## config.mk

```make
export PLATFORM = sky130hd
export DESIGN_NAME = rhc_div
export DESIGN_NICKNAME = d
export VERILOG_FILES = /design/src/rtl/rhc_div.sv
export SDC_FILE = /design/constraint.sdc
export NUM_CORES = 1
export LEC_CHECK = 0
export BUFFER_PORTS_ARGS = -buffer_cell sky130_fd_sc_hd__buf_2
export CORE_ASPECT_RATIO = 1.2
export CORE_MARGIN = 5
export CORE_UTILIZATION = 60
export CTS_CLUSTER_DIAMETER = 50
export DETAILED_ROUTE_END_ITERATION = 12
export GPL_ROUTABILITY_DRIVEN = 0
export PLACE_DENSITY = 0.77
export REMOVE_ABC_BUFFERS = 1
export SLEW_MARGIN = 20
export SYNTH_ARGS = -nofsm -noshare
export SYNTH_HDL_FRONTEND = slang
export SYNTH_SLANG_ARGS = --single-unit
```

## constraint.sdc

```tcl
create_clock -name i_clk -period 3.8 [get_ports i_clk]
set_input_delay 0.38 -clock i_clk [delete_from_list [all_inputs] [get_ports i_clk]]
set_output_delay 0.38 -clock i_clk [all_outputs]
set_load 0.02 [all_outputs]
```

## src/rtl/rhc_div.sv

```systemverilog
// Pipelined restoring divider: one quotient bit per register stage.
module rhc_div #(
    parameter int NUM_W = 24,
    parameter int DEN_W = 16,
    parameter int Q_W   = 8
) (
    input  logic             i_clk,
    input  logic             i_en,
    input  logic [NUM_W-1:0] i_num,
    input  logic [DEN_W-1:0] i_den,
    output logic [Q_W-1:0]   o_quo
);

    localparam int RW = NUM_W + DEN_W;

    logic [RW-1:0]    r_rem [Q_W];
    logic [DEN_W-1:0] r_den [Q_W];
    logic [Q_W-1:0]   r_quo [Q_W];

    genvar s;
    generate
        for (s = 0; s < Q_W; s++) begin : g_stage
            logic [RW-1:0]    w_rem;
            logic [DEN_W-1:0] w_den;
            logic [Q_W-1:0]   w_quo;
            logic [RW-1:0]    w_sub;

            if (s == 0) begin : g_first
                assign w_rem = RW'(i_num);
                assign w_den = i_den;
                assign w_quo = '0;
            end else begin : g_next
                assign w_rem = r_rem[s-1];
                assign w_den = r_den[s-1];
                assign w_quo = r_quo[s-1];
            end

            assign w_sub = RW'(w_den) << (Q_W - 1 - s);

            // try the shifted divisor, keep the difference when it fits
            always_ff @(posedge i_clk) begin
                if (i_en) begin
                    r_den[s] <= w_den;
                    if (w_rem >= w_sub) begin
                        r_rem[s] <= w_rem - w_sub;
                        r_quo[s] <= w_quo | (Q_W'(1) << (Q_W - 1 - s));
                    end else begin
                        r_rem[s] <= w_rem;
                        r_quo[s] <= w_quo;
                    end
                end
            end
        end
    endgenerate

    assign o_quo = r_quo[Q_W-1];

endmodule
```

==> reports/qor.csv <==
stage,metric,value,unit
outcome,outcome,"finished, final reports clean",
pwr,switching share of power,0.3079,
layout,share of final-layout standard cells stronger than drive strength 1,0.1026,
synthesis,Ys Warns,0,
timing,final clock skew,13.90,ps
worst_setup_path,CP Launch Type,flop,
worst_setup_path,data arrival at the endpoint of the critical path,3820,ps
pwr,internal power,10900,uW
cts,clock-pin slew of the registers on the worst-case setup and hold paths,60,ps
timing,hold violation count in the final report,0,
worst_setup_path,crit-path cells,inv_1 -> ha_1 -> inv_1 -> fa_1 -> a21oi_1 -> o21ai_0 -> nand3_1 -> a31oi_1 -> o41ai_1 -> o22ai_2 -> nor4b_1 -> xor2_1,
cts,master cell of the clock root buffer,sky130_fd_sc_hd__clkbuf_16,
synthesis,dominant synthesized flop cell,sky130_fd_sc_hd__edfxtp_1,
pwr,static leakage power,0.009636,uW
grt,global-route wire length before repair,70840,um
cts,number of buffers between clock root and the deepest sink,3,
synthesis,Yosys top cell by area,sky130_fd_sc_hd__edfxtp_1,
cts,later-pin clock latency in the skew report,550,ps
pwr,total power,15750,uW
timing,setup repair after global routing missed its margin,no,
synthesis,Post-Synthesis Mean Instance Area,11.41,um^2
worst_setup_path,worst endpoint required time,4070,ps
floorplanning,I/O pins,50,
synthesis,summed instance area of the synthesized netlist,0.02264,mm^2
pwr,fraction of power consumed by the clock network,0.276,
worst_setup_path,critical path buffer and inverter count,2,
cts,number of CTS-inserted buffers,43,
cts,total number of clock tree sinks,413,
synthesis,cell types occupying the most area after synthesis,"sky130_fd_sc_hd__edfxtp_1 (55%), sky130_fd_sc_hd__ha_1 (7.1%), sky130_fd_sc_hd__xor2_1 (3.9%)",
route,Detail Route Antenna Nets,0,
floorplanning,number of rows created at floorplan,78,
timing,fin crit share,0.9330,
route,sum of routed wire length over all layers,42670,um
min_path,min-delay worst type,in2reg,
synthesis,synthesized flop and latch total,413,
synthesis,ys async rst share,0,
pwr,maximum ir drop on the vdd rail,345.5,uV
grt,number of global-route vias before repair,15190,
floorplanning,Die Width,187.3,um
synthesis,unique cell type count in the Yosys netlist,77,
synthesis,share of the synthesized area in the top cell type,0.5478,
worst_setup_path,crit path kind,reg2reg,
timing,count of pins over their slew limit,0,
timing,post-route setup TNS,0,ps
place,number of input and output port buffers inserted,49,
floorplanning,initial core utilization,0.6025,
pwr,part of the total power dissipated in combinational logic,0.298,
synthesis,number of enable-type register cells in the synthesized netlist,413,
route,Wirelength per Cell,16.50,um
pwr,ratio of total power to cell area,623.5,mW/mm^2
layout,Post-layout nets,2249,
flow_run,number of maximum-capacitance constraint violations,0,
route,detailed-route DRC error count,0,
route,via count of the routed design,15100,
worst_setup_path,most frequent CP cell,sky130_fd_sc_hd__inv_1,
worst_setup_path,crit path max-delay cell type,sky130_fd_sc_hd__o41ai_1,
synthesis,Gate Count Post-Synth,1984,
worst_setup_path,setup slack of the worst register-to-register path,250,ps
cts,H-tree depth reported by CTS,2,
pwr,sw power,4850,uW
grt,number of antenna violations at the first check in global routing,0,
place,post-detail-place hpwl,32220,um
layout,count of filler cells inserted in the layout,2629,
timing,clock period minus final worst setup slack,3545,ps
worst_setup_path,Worst path max stage delay,560,ps
pwr,part of the power in registers,0.426,
place,number of placed cells counting well taps,2490,
grt,maximum number of pins on one net before global-route repair,77,
worst_setup_path,category of the worst setup path capture point,flop,
timing,Slew @ Worst Pin,889.6,ps
layout,antenna fix cells,0,
grt,GRT Util Overall,0.2044,
grt,overflow left after global routing,0,
route,number of optimization iterations in the first detailed-route pass,5,
worst_setup_path,largest delay contributor family on the critical path,compound AO/OA/AOI/OAI gates,
synthesis,sequential fraction of the synthesis area,0.5478,
route,vias per cell,5.837,
timing,count of endpoints failing setup in the final report,0,
layout,area added between synthesis and finish,11.59,%
timing,Achievable Freq,282.1,MHz
floorplanning,vertical die dimension,222.8,um
route,DRC marker count from the first detailed-route iteration,782,
layout,number of standard cells in the final layout excluding fillers,2586,
floorplanning,Die Area,0.04173,mm^2
cts,CTS tree,done,
worst_setup_path,critical-path maximum fanout,12,
floorplanning,core footprint,0.03757,mm^2
timing,max_slew headroom,0.4069,
## repair_timing
item	4_1_cts	5_1_grt
hold buffers	17	0
resized for setup	0	3
setup buffers	0	0
endpoints found under the setup margin	0	8
endpoints found under the hold margin	17	0
## cells in the mapped netlist (22+ instances only)
| master | number |
|---|---|
| sky130_fd_sc_hd__xor2_1 | 102 |
| sky130_fd_sc_hd__a21oi_1 | 106 |
| sky130_fd_sc_hd__nand2_1 | 129 |
| sky130_fd_sc_hd__nor4_1 | 41 |
| sky130_fd_sc_hd__ha_1 | 128 |
| sky130_fd_sc_hd__nand3_1 | 61 |
| sky130_fd_sc_hd__or4_1 | 22 |
| sky130_fd_sc_hd__inv_1 | 156 |
| sky130_fd_sc_hd__edfxtp_1 | 413 |
| sky130_fd_sc_hd__o21ai_0 | 115 |
| sky130_fd_sc_hd__clkbuf_1 | 54 |
| sky130_fd_sc_hd__a21o_1 | 47 |
| sky130_fd_sc_hd__nor2_1 | 116 |
| sky130_fd_sc_hd__or3_1 | 26 |
| sky130_fd_sc_hd__nand4_1 | 25 |
| sky130_fd_sc_hd__xnor2_1 | 88 |
| sky130_fd_sc_hd__nor3_1 | 63 |
| sky130_fd_sc_hd__mux2_2 | 22 |
## flip-flops by register name, indices dropped and copies added, names as in the netlist
signal  cells
r_den     112
r_quo      36
r_rem     265
## cells by family after synthesis
family,count (synthesis),share of synthesized area
DFF,413,0.5478
AOI/OAI and AO/OA,400,0.1135
xor gates and xnor gates,190,0.07351
muxes,23,0.01139
and+or+nand+nor,607,0.1407
buffers and inverters,216,0.03620
adders and majority gates,135,0.07693
## worst paths after layout
path / end / from / cells past startpoint
max: r_rem[6][19]$_DFFE_PP_ / r_rem[5][1]$_DFFE_PP_ / 12
max reg2reg: r_rem[6][19]$_DFFE_PP_ / r_rem[5][1]$_DFFE_PP_ / 12
min reg2reg: r_quo[1][7]$_DFFE_PP_ / r_quo[0][31]$_DFFE_PP_ / 0
min: r_rem[0][0]$_DFFE_PP_ / i_num[0] / 1
## cells in the final DEF (no fill, tap or decap), types with 6 or more instances in the layout
cell type and n:
sky130_fd_sc_hd__dlygate4sd3_1 17, sky130_fd_sc_hd__o21a_1 18, sky130_fd_sc_hd__or4_1 22, sky130_fd_sc_hd__o21ai_0 114
sky130_fd_sc_hd__nor4b_1 9, sky130_fd_sc_hd__nand2_1 129, sky130_fd_sc_hd__a211oi_1 10, sky130_fd_sc_hd__nand2b_1 20
sky130_fd_sc_hd__nand4_1 25, sky130_fd_sc_hd__ha_1 128, sky130_fd_sc_hd__xor2_1 102, sky130_fd_sc_hd__a311oi_1 8
sky130_fd_sc_hd__o31ai_1 9, sky130_fd_sc_hd__edfxtp_1 413, sky130_fd_sc_hd__and2_1 10, sky130_fd_sc_hd__nor3_1 63
sky130_fd_sc_hd__buf_4 34, sky130_fd_sc_hd__mux2_2 22, sky130_fd_sc_hd__a21o_1 47, sky130_fd_sc_hd__nor2_1 116
sky130_fd_sc_hd__or2_2 17, sky130_fd_sc_hd__clkbuf_16 44, sky130_fd_sc_hd__bufinv_16 8, sky130_fd_sc_hd__nor2b_1 20
sky130_fd_sc_hd__nand3_1 61, sky130_fd_sc_hd__o31a_1 7, sky130_fd_sc_hd__o21bai_1 20, sky130_fd_sc_hd__inv_1 156
sky130_fd_sc_hd__and4_1 7, sky130_fd_sc_hd__fa_1 7, sky130_fd_sc_hd__nand4b_1 9, sky130_fd_sc_hd__or3_1 26
sky130_fd_sc_hd__a21oi_1 106, sky130_fd_sc_hd__and3_1 10, sky130_fd_sc_hd__buf_2 48, sky130_fd_sc_hd__xnor2_1 88
sky130_fd_sc_hd__nor4_1 40, sky130_fd_sc_hd__clkinv_1 6, sky130_fd_sc_hd__clkinv_2 7
## metal layers
metal | GRT usage | up-vias | wire length, um
li1 | - | 7518 | -
met1 | 0.2177 | 6941 | 15770
met2 | 0.3810 | 464 | 22420
met3 | 0.02656 | 172 | 1672
met4 | 0.1274 | 0 | 2807
met5 | 0 | - | 0
## per-stage QoR
stage | instance area [um^2] | hold slack (ps) | setup WS, ps | utilization
4_1_cts | 25250 | 0.002109 | 252.4 | 0.6720
6_report | 25260 | 30.69 | 254.6 | 0.6724
3_5_place_dp | 23570 | 404.5 | 299.6 | 0.6272
3_3_place_gp | 23570 | 400.3 | 391.6 | 0.6272
5_1_grt | 25260 | 2.873 | 37.43 | 0.6724
2_1_floorplan | 22410 | 400.3 | 231.4 | -
## cell type report
cell class | count | area [um^2] | share of cell area
sequential | 413 | 12400 | 0.4909
multi-input combinational | 1355 | 9440 | 0.3737
timing repair buffer | 102 | 720.7 | 0.02853
tap | 480 | 600.6 | 0.02377
clock inverter | 30 | 391.6 | 0.01550
clock buffer | 49 | 1120 | 0.04432
inverter | 157 | 589.3 | 0.02333
## power by group through the flow
stage	clock network (uW)	logic [uW]	registers, uW
6_report	4340	4690	6720
5_1_grt	4630	5250	6790
4_1_cts	4450	4630	6700
3_5_place_dp	0	4580	6790
3_3_place_gp	0	4410	6760
2_1_floorplan	0	3560	6600
Note: power is estimated with default switching activity, not from simulation.
